File: src/rtl/sabn_pkg.sv
package sabn_pkg;

   localparam int MAX_AXES_DEF = 8;
   localparam int RANK_W = 4;
   localparam logic [RANK_W-1:0] RANK_RESET = 4'd4;

   localparam int DIV_NUM_W = 33;
   localparam int DIV_DEN_W = 32;

   localparam logic [2:0] ERR_NONE      = 3'd0;
   localparam logic [2:0] ERR_DUP_AXIS  = 3'd1;
   localparam logic [2:0] ERR_ZERO_STEP = 3'd2;
   localparam logic [2:0] ERR_AXIS_OOR  = 3'd3;
   localparam logic [2:0] ERR_NEG_LEN   = 3'd4;

   typedef struct packed {
      logic               first_of_slice;
      logic signed [3:0]  axis;
      logic signed [31:0] start_index;
      logic signed [31:0] end_index;
      logic signed [31:0] stride;
      logic [30:0]        dim_size;
   } sabn_req_type;

   typedef struct packed {
      logic [2:0]         axis_out;
      logic [30:0]        norm_start;
      logic signed [31:0] norm_end;
      logic signed [31:0] stride_out;
      logic [30:0]        out_size;
      logic [2:0]         error_code;
   } sabn_rsp_type;

endpackage

File: src/rtl/sabn_div.sv
module sabn_div
   import sabn_pkg::*;
#(
   parameter int NUM_W = DIV_NUM_W,
   parameter int DEN_W = DIV_DEN_W
) (
   input  logic             clock,
   input  logic             reset,
   input  logic             start,
   input  logic [NUM_W-1:0] dividend,
   input  logic [DEN_W-1:0] divisor,
   output logic             done,
   output logic [NUM_W-1:0] quotient
);

   localparam int CNT_W = $clog2(NUM_W + 1);

   logic             busy_ff, busy_in;
   logic             done_ff, done_in;
   logic [CNT_W-1:0] cnt_ff, cnt_in;
   logic [DEN_W:0]   rem_ff, rem_in;
   logic [NUM_W-1:0] quo_ff, quo_in;
   logic [DEN_W-1:0] den_ff, den_in;
   logic [DEN_W:0]   shifted;
   logic [DEN_W:0]   trial;

   // One restoring step per cycle: shift in the next dividend bit, try the subtract.
   always_comb begin
      shifted = {rem_ff[DEN_W-1:0], quo_ff[NUM_W-1]};
      trial   = shifted - {1'b0, den_ff};
      busy_in = busy_ff;
      done_in = 1'b0;
      cnt_in  = cnt_ff;
      rem_in  = rem_ff;
      quo_in  = quo_ff;
      den_in  = den_ff;
      if (start) begin
         busy_in = 1'b1;
         cnt_in  = CNT_W'(NUM_W);
         rem_in  = '0;
         quo_in  = dividend;
         den_in  = divisor;
      end else if (busy_ff) begin
         if (!trial[DEN_W]) begin
            rem_in = trial;
            quo_in = {quo_ff[NUM_W-2:0], 1'b1};
         end else begin
            rem_in = shifted;
            quo_in = {quo_ff[NUM_W-2:0], 1'b0};
         end
         cnt_in = cnt_ff - CNT_W'(1);
         if (cnt_ff == CNT_W'(1)) begin
            busy_in = 1'b0;
            done_in = 1'b1;
         end
      end
   end

   always_ff @(posedge clock) begin
      if (reset) begin
         busy_ff <= 1'b0;
         done_ff <= 1'b0;
         cnt_ff  <= '0;
      end else begin
         busy_ff <= busy_in;
         done_ff <= done_in;
         cnt_ff  <= cnt_in;
      end
   end

   always_ff @(posedge clock) begin
      rem_ff <= rem_in;
      quo_ff <= quo_in;
      den_ff <= den_in;
   end

   assign done     = done_ff;
   assign quotient = quo_ff;

endmodule

File: src/rtl/slice_axis_bound_normalizer_core.sv
// A beat rejected at the front (axis, duplicate or zero step) goes from ST_IDLE straight to ST_DONE,
// an empty axis passes ST_CLAMP first, any other beat runs ST_CLAMP, ST_DIFF, ST_NUM, ST_DIV and ST_WAIT.
// A new beat is taken only once the last has left ST_DONE; the 33 restoring steps of the divider set the pace.
// The result register frees the input side while a result waits on rsp_stall.
// Synchronous reset sets tensor_rank to 4, clears the used-axis mask and empties the output.
module slice_axis_bound_normalizer_core
   import sabn_pkg::*;
#(
   parameter int MAX_AXES = MAX_AXES_DEF
) (
   input  logic              clock,
   input  logic              reset,
   input  logic              req_valid,
   output logic              req_stall,
   input  sabn_req_type      req_data,
   output logic              rsp_valid,
   input  logic              rsp_stall,
   output sabn_rsp_type      rsp_data,
   input  logic              csr_valid,
   output logic              csr_ready,
   input  logic [RANK_W-1:0] csr_data
);

   localparam logic [2:0] ST_IDLE  = 3'd0;
   localparam logic [2:0] ST_CLAMP = 3'd1;
   localparam logic [2:0] ST_DIFF  = 3'd2;
   localparam logic [2:0] ST_NUM   = 3'd3;
   localparam logic [2:0] ST_DIV   = 3'd4;
   localparam logic [2:0] ST_WAIT  = 3'd5;
   localparam logic [2:0] ST_DONE  = 3'd6;

   logic [2:0]          state_ff, state_in;
   logic [RANK_W-1:0]   rank_ff;
   logic [MAX_AXES-1:0] mask_ff, mask_in;
   logic                rsp_valid_ff, rsp_valid_in;
   sabn_rsp_type        rsp_ff;
   sabn_req_type        req_ff, req_in;
   sabn_rsp_type        res_ff, res_in;
   logic [31:0]         d_ff, d_in;
   logic signed [33:0]  diff_ff, diff_in;
   logic signed [33:0]  num_ff, num_in;
   logic                rsp_load;
   logic                div_start;
   logic                div_done;
   logic [DIV_NUM_W-1:0] div_quo;
   logic [DIV_NUM_W-1:0] div_num;
   logic [33:0]         mag_w;

   logic [6:0]          rank_ext, rank_max, rank_eff;
   logic signed [6:0]   ax_ext, ax_norm;
   logic                in_range;
   logic [MAX_AXES-1:0] one_w, bit_w, base_mask;
   logic                dup;
   logic [2:0]          acc_err;

   logic                neg;
   logic signed [32:0]  st_w, en_w, dim_w, lim_w, s_sum, e_sum, neg_w, start_w, end_w;
   logic signed [33:0]  st34, en34, dm1;

   // Axis wrap, range, duplicate and zero-step check on the incoming beat.
   always_comb begin
      rank_ext  = {3'b000, rank_ff};
      rank_max  = 7'(MAX_AXES);
      rank_eff  = (rank_ext > rank_max) ? rank_max : rank_ext;
      ax_ext    = {{3{req_data.axis[3]}}, req_data.axis};
      ax_norm   = req_data.axis[3] ? ax_ext + $signed(rank_eff) : ax_ext;
      in_range  = !ax_norm[6] && ({1'b0, ax_norm[5:0]} < rank_eff);
      one_w     = MAX_AXES'(1);
      bit_w     = one_w << ax_norm[5:0];
      base_mask = req_data.first_of_slice ? '0 : mask_ff;
      dup       = |(base_mask & bit_w);
      priority if (!in_range) begin
         acc_err = ERR_AXIS_OOR;
      end else if (dup) begin
         acc_err = ERR_DUP_AXIS;
      end else if (req_data.stride == 32'sd0) begin
         acc_err = ERR_ZERO_STEP;
      end else begin
         acc_err = ERR_NONE;
      end
   end

   // Start and end clamping, plus the operands for the difference, numerator and divider.
   always_comb begin
      neg     = req_ff.stride[31];
      st_w    = {req_ff.start_index[31], req_ff.start_index};
      en_w    = {req_ff.end_index[31], req_ff.end_index};
      dim_w   = {2'b00, req_ff.dim_size};
      lim_w   = neg ? dim_w - 33'sd1 : dim_w;
      neg_w   = neg ? -33'sd1 : 33'sd0;
      s_sum   = st_w + dim_w;
      e_sum   = en_w + dim_w;
      if (st_w < 33'sd0) begin
         start_w = (s_sum > 33'sd0) ? s_sum : 33'sd0;
      end else begin
         start_w = (st_w < lim_w) ? st_w : lim_w;
      end
      if (en_w < 33'sd0) begin
         end_w = (e_sum > neg_w) ? e_sum : neg_w;
      end else begin
         end_w = (en_w < dim_w) ? en_w : dim_w;
      end
      st34  = $signed({3'b000, res_ff.norm_start});
      en34  = $signed({{2{res_ff.norm_end[31]}}, res_ff.norm_end});
      dm1   = $signed({2'b00, d_ff}) - 34'sd1;
      mag_w = num_ff[33] ? 34'(-num_ff) : 34'(num_ff);
   end

   assign div_num = mag_w[DIV_NUM_W-1:0];

   always_comb begin
      state_in     = state_ff;
      mask_in      = mask_ff;
      req_in       = req_ff;
      res_in       = res_ff;
      d_in         = d_ff;
      diff_in      = diff_ff;
      num_in       = num_ff;
      div_start    = 1'b0;
      rsp_load     = 1'b0;
      unique case (state_ff)
         ST_IDLE: begin
            if (req_valid) begin
               req_in            = req_data;
               mask_in           = base_mask | (in_range ? bit_w : '0);
               res_in.axis_out   = in_range ? ax_norm[2:0] : 3'd0;
               res_in.norm_start = '0;
               res_in.norm_end   = '0;
               res_in.stride_out = req_data.stride;
               res_in.out_size   = '0;
               res_in.error_code = acc_err;
               state_in          = (acc_err != ERR_NONE) ? ST_DONE : ST_CLAMP;
            end
         end
         ST_CLAMP: begin
            d_in = neg ? 32'(-req_ff.stride) : 32'(req_ff.stride);
            if (req_ff.dim_size == '0) begin
               state_in = ST_DONE;
            end else begin
               res_in.norm_start = start_w[30:0];
               res_in.norm_end   = end_w[31:0];
               state_in          = ST_DIFF;
            end
         end
         ST_DIFF: begin
            diff_in  = neg ? st34 - en34 : en34 - st34;
            state_in = ST_NUM;
         end
         ST_NUM: begin
            num_in   = diff_ff + dm1;
            state_in = ST_DIV;
         end
         ST_DIV: begin
            div_start = 1'b1;
            state_in  = ST_WAIT;
         end
         ST_WAIT: begin
            if (div_done) begin
               if (num_ff[33] && (div_quo != '0)) begin
                  res_in.error_code = ERR_NEG_LEN;
               end else begin
                  res_in.out_size = div_quo[30:0];
               end
               state_in = ST_DONE;
            end
         end
         ST_DONE: begin
            if (!rsp_valid_ff || !rsp_stall) begin
               rsp_load = 1'b1;
               state_in = ST_IDLE;
            end
         end
         default: begin
            state_in = ST_IDLE;
         end
      endcase
      if (rsp_load) begin
         rsp_valid_in = 1'b1;
      end else if (!rsp_stall) begin
         rsp_valid_in = 1'b0;
      end else begin
         rsp_valid_in = rsp_valid_ff;
      end
   end

   sabn_div #(
      .NUM_W(DIV_NUM_W),
      .DEN_W(DIV_DEN_W)
   ) u_div (
      .clock    (clock),
      .reset    (reset),
      .start    (div_start),
      .dividend (div_num),
      .divisor  (d_ff),
      .done     (div_done),
      .quotient (div_quo)
   );

   always_ff @(posedge clock) begin
      if (reset) begin
         state_ff     <= ST_IDLE;
         rank_ff      <= RANK_RESET;
         mask_ff      <= '0;
         rsp_valid_ff <= 1'b0;
      end else begin
         state_ff     <= state_in;
         mask_ff      <= mask_in;
         rsp_valid_ff <= rsp_valid_in;
         if (csr_valid) begin
            rank_ff <= csr_data;
         end
      end
   end

   always_ff @(posedge clock) begin
      req_ff  <= req_in;
      res_ff  <= res_in;
      d_ff    <= d_in;
      diff_ff <= diff_in;
      num_ff  <= num_in;
      if (rsp_load) begin
         rsp_ff <= res_ff;
      end
   end

   assign req_stall = (state_ff != ST_IDLE);
   assign rsp_valid = rsp_valid_ff;
   assign rsp_data  = rsp_ff;
   assign csr_ready = 1'b1;

   a_size_only_ok: assert property (@(posedge clock) disable iff (reset)
      rsp_valid |-> (rsp_data.error_code == ERR_NONE || rsp_data.out_size == '0))
      else $error("nonzero length on a flagged beat");

   a_code_range: assert property (@(posedge clock) disable iff (reset)
      rsp_valid |-> (rsp_data.error_code <= ERR_NEG_LEN))
      else $error("error code out of range");

   a_div_done_wait: assert property (@(posedge clock) disable iff (reset)
      div_done |-> (state_ff == ST_WAIT))
      else $error("divider finished outside the wait state");

   a_busy_after_accept: assert property (@(posedge clock) disable iff (reset)
      (req_valid && !req_stall) |=> req_stall)
      else $error("second beat taken while one is in work");

   a_load_from_done: assert property (@(posedge clock) disable iff (reset)
      rsp_load |-> (state_ff == ST_DONE && (!rsp_valid_ff || !rsp_stall)))
      else $error("result register overwritten");

endmodule
File: config.mk
export PLATFORM = sky130hd
export DESIGN_NAME = slice_axis_bound_normalizer_core
export DESIGN_NICKNAME = d
export VERILOG_FILES = /design/src/rtl/sabn_pkg.sv /design/src/rtl/sabn_div.sv /design/src/rtl/slice_axis_bound_normalizer_core.sv
export SDC_FILE = /design/constraint.sdc
export NUM_CORES = 1
export LEC_CHECK = 0
export BUFFER_PORTS_ARGS = -buffer_cell sky130_fd_sc_hd__buf_2
export CAP_MARGIN = 20
export CORE_MARGIN = 2
export CORE_UTILIZATION = 30
export CTS_CLUSTER_DIAMETER = 60
export DETAILED_ROUTE_END_ITERATION = 7
export GPL_ROUTABILITY_DRIVEN = 0
export GPL_TIMING_DRIVEN = 0
export SETUP_SLACK_MARGIN = 0.5
export SLEW_MARGIN = 10
export SYNTH_ARGS = -nofsm -noshare
export SYNTH_HDL_FRONTEND = slang
export SYNTH_SLANG_ARGS = --single-unit
File: constraint.sdc
create_clock -name clock -period 35.2 [get_ports clock]
set_clock_uncertainty 0.05 [all_clocks]
set_input_delay 3.52 -clock clock [delete_from_list [all_inputs] [get_ports clock]]
set_output_delay 3.52 -clock clock [all_outputs]
set_load 0.01 [all_outputs]
==> impl_metrics.json <==
{
  "crit_family": "buffers and inverters",
  "seq_area_um2": 16830,
  "synth_commonest_cells": "edfxtp_1 (523), ha_1 (298), a21oi_1 (261), nor2_1 (226), inv_1 (224)",
  "io_buffers": 273,
  "cts_root_buf": "clkbuf_16",
  "internal-power_mw": 2.359,
  "clock_power_share_pct": 19.5,
  "hold_class": "reg -> reg",
  "synthDistinctLibCells": 92,
  "clk_pin_slew_ps": 50,
  "power_mw": 4.092,
  "grt_pass1_vias": 25360,
  "synth-seq-cells": 579,
  "core_um2": 114700,
  "detail_route.vias_per_cell": 5.042,
  "path_buf_inv": 5,
  "yosys_warnings": 0,
  "r2r_end": "res_ff[107]$_DFFE_PP_",
  "hold_violations": 0,
  "drt_iter0_markers": 1998,
  "grt_overflow_total": 0,
  "ant_nets": 0,
  "fp.dieW_um": 344.6,
  "clk_path_buf_depth": 3,
  "synth_nets": 3699,
  "r2r_start": "res_ff[65]$_DFFE_PP_",
  "relSlewSlack_pct": 29.08,
  "period_minus_slack_ps": 7144,
  "min_to": "rsp_data[1]$_DFFE_PP_",
  "area_delta_synth_final_pct": 17.90,
  "final_nets": 4075,
  "holdBufCountCts": 0,
  "gr-usage-all-layers_pct": 16.30,
  "vias": 26220,
  "pwr-share-seq_pct": 31.9,
  "first_pass_iters": 8,
  "dp.cells": 5064,
  "slowest_stage": "o31ai_2",
  "post-cts-setup-buffer-count": 0,
  "rrSetupSlack_ps": 28060,
  "yosysTopAreaCell": "edfxtp_1",
  "syn_area_um2": 34810,
  "synth.avg_cell_area_um2": 10.70,
  "cts_sinks": 579,
  "grt_max_degree": 95,
  "drc": 0,
  "cts_tree": "done",
  "p_comb_share_pct": 48.6,
  "ys.flop_type": "edfxtp_1",
  "cp.required_ps": 35500,
  "cap_violations": 0,
  "grt_pass1_wl_mm": 148.1,
  "status": "finished, final reports clean",
  "rsz0062_at_grt": "false",
  "synth_most_common_cell": "edfxtp_1",
  "slowest_delay_ps": 830,
  "setup_violations": 0,
  "worst_pin_slew_ps": 1064,
  "min_from": "res_ff[1]$_SDFFCE_PP0P_",
  "crit_chain": "buf_2, buf_1, buf_1, buf_1, o21ai_0, ha_1, o21ai_0, o21bai_1, a21o_1, a31oi_1, o31ai_1, a21oi_1, o31ai_2, clkbuf_1, mux2_2, o32ai_1",
  "die_h_um": 344.6,
  "cp-start-kind": "flip-flop",
  "netlist_instances": 3253,
  "wl_per_cell_um": 18.99,
  "multi_input_area_um2": 16740,
  "drive_gt1_share_pct": 13.88,
  "dieArea_um2": 118800,
  "worstPathMaxFanout": 10,
  "start_util_pct": 30.36,
  "fin_crit_sh_pct": 20.29,
  "yosysSeqAreaShare_pct": 48.34,
  "fmax_mhz": 140.0,
  "whs_path_depth": 0,
  "finalMaxSlewViolations": 0,
  "drt_wl_total_mm": 98.79,
  "worst_r2r_path_depth": 16,
  "path_common_cell": "buf_1",
  "fin_tns_setup_ps": 0,
  "pwr_density_cell_nw_per_um2": 99.70,
  "cts_buffers": 74,
  "synth_edf_count": 523,
  "ir_worst_vdd_uv": 42.17,
  "synthArstFlopShare_pct": 0,
  "crit_path_end_kind": "flip-flop",
  "stdcell_count": 5201,
  "crit_arrival_ps": 7440,
  "p_sw_share_pct": 42.35,
  "clkLatencyLatePin_ps": 650,
  "num_io_pins": 276,
  "antenna_found_initial": 6,
  "dp_hpwl_mm": 78.85,
  "cts-resized-gates": 0,
  "critPathKind": "reg -> reg",
  "yosys.area.top_type_share_pct": 45.12,
  "rows": 124,
  "power_leakage_nw": 16.21,
  "cts.htree.levels": 3,
  "fillers": 11310,
  "cp.depth": 16,
  "power.net_switching_mw": 1.733,
  "synthTopCellsByArea": "edfxtp_1 (45%), ha_1 (11%), xnor2_1 (3.9%)"
}
cells in the final DEF (no fill, tap or decap), types with 25 or more instances in the layout:
master and instances:
a21oi_1 261, clkbuf_1 89, nand4_1 37, or3_1 25, mux2i_1 54, o32ai_1 26, edfxtp_1 523, mux2_2 25
nor4_1 30, nor2b_1 32, nand3_1 44, o31ai_1 37, o21ai_0 200, a31oi_1 25, nor2_1 225, xor2_1 105
buf_2 289, ha_1 298, nor3_1 61, and2_1 64, o21bai_1 30, a21o_1 74, dfxtp_1 56, xnor2_1 154
nand2b_1 42, nand2_1 191, a211oi_1 38, clkbuf_16 77, inv_1 223
worst register-to-register path, stage by stage, from the launching register on:
cell and delay (ps):
edfxtp_1 530, buf_2 390, buf_1 420, buf_1 610, buf_1 820, o21ai_0 280, ha_1 340, o21ai_0 80
o21bai_1 170, a21o_1 140, a31oi_1 100, o31ai_1 440, a21oi_1 250, o31ai_2 830, clkbuf_1 660, mux2_2 410
o32ai_1 340
cell type report:
class | instances | area share (%)
clock buffer | 90 | 4.839
timing repair buffer | 300 | 4.122
sequential | 579 | 41.00
buffer | 105 | 1.040
inverter | 227 | 2.092
tap | 1512 | 4.610
antenna | 1 | 0.006098
multi-input combinational | 2342 | 40.80
clock inverter | 45 | 1.494
cells by family (layout without fill, tap and decap cells):
family / Yosys count / in the layout / synth area share, %
AO/OA/AOI/OAI: 866 / 866 / 15.92
XOR/XNOR: 261 / 261 / 6.611
adder cells (fa/ha/maj): 305 / 305 / 11.11
buffers and inverters: 332 / 767 / 3.667
flip-flops: 579 / 579 / 48.34
multiplexers: 80 / 80 / 2.401
other: 1 / 2 / 0.01077
AND/OR/NAND/NOR: 829 / 829 / 11.94
worst max-delay path by stage:
stage,startpoint,end,slack [ps]
4_1_cts,res_ff[65]$_DFFE_PP_,res_ff[107]$_DFFE_PP_,28170
3_5_place_dp,req_data[127],state_ff[2]$_SDFFE_PP0P_,28060
3_3_place_gp,rsp_stall,rsp_data[83]$_DFFE_PP_,14510
2_1_floorplan,rsp_stall,rsp_data[0]$_DFFE_PP_,21250
5_1_grt,res_ff[65]$_DFFE_PP_,res_ff[107]$_DFFE_PP_,27920
6_report,res_ff[65]$_DFFE_PP_,res_ff[107]$_DFFE_PP_,28060
layer usage:
metal,vias up,GRT usage [%],wire [µm]
met5,-,0,0
met4,0,6.585,3771
met3,190,2.177,4709
met2,776,26.68,45630
met1,12460,21.74,44680
li1,12800,-,-
power groups by stage:
stage	Clock (mW)	Sequential (mW)	Combinational [mW]
after floorplan	0	1.25	1.44
after global placement	0	1.35	1.91
after detailed placement	0	1.32	1.97
after CTS	0.813	1.31	1.98
after global routing	0.837	1.33	2.22
final	0.797	1.31	1.99
metrics by stage:
stage	hold WS (ps)	util [%]	setup WS [ps]	area [µm²]
2_1_floorplan	350.3	-	21250	34810
3_3_place_gp	356.3	33.20	14510	38070
6_report	366.3	35.79	28060	41040
5_1_grt	372.4	35.79	27920	41040
3_5_place_dp	354.5	33.52	28060	38430
4_1_cts	366.8	35.79	28170	41030
state kept, by name, summed over array words and instances (netlist names), 3 cells and up:
name / flops
res_ff: 100
en_w: 32
rank_ff: 4
num_ff: 34
u_div.quotient: 33
state_ff: 3
rsp_data: 132
diff_ff: 33
req_ff: 32
mask_ff: 8
dim_w: 31
d_ff: 32
u_div.cnt_ff: 6
u_div.rem_ff: 32
u_div.den_ff: 32
en34: 32
(Power assumes the default switching activity.)
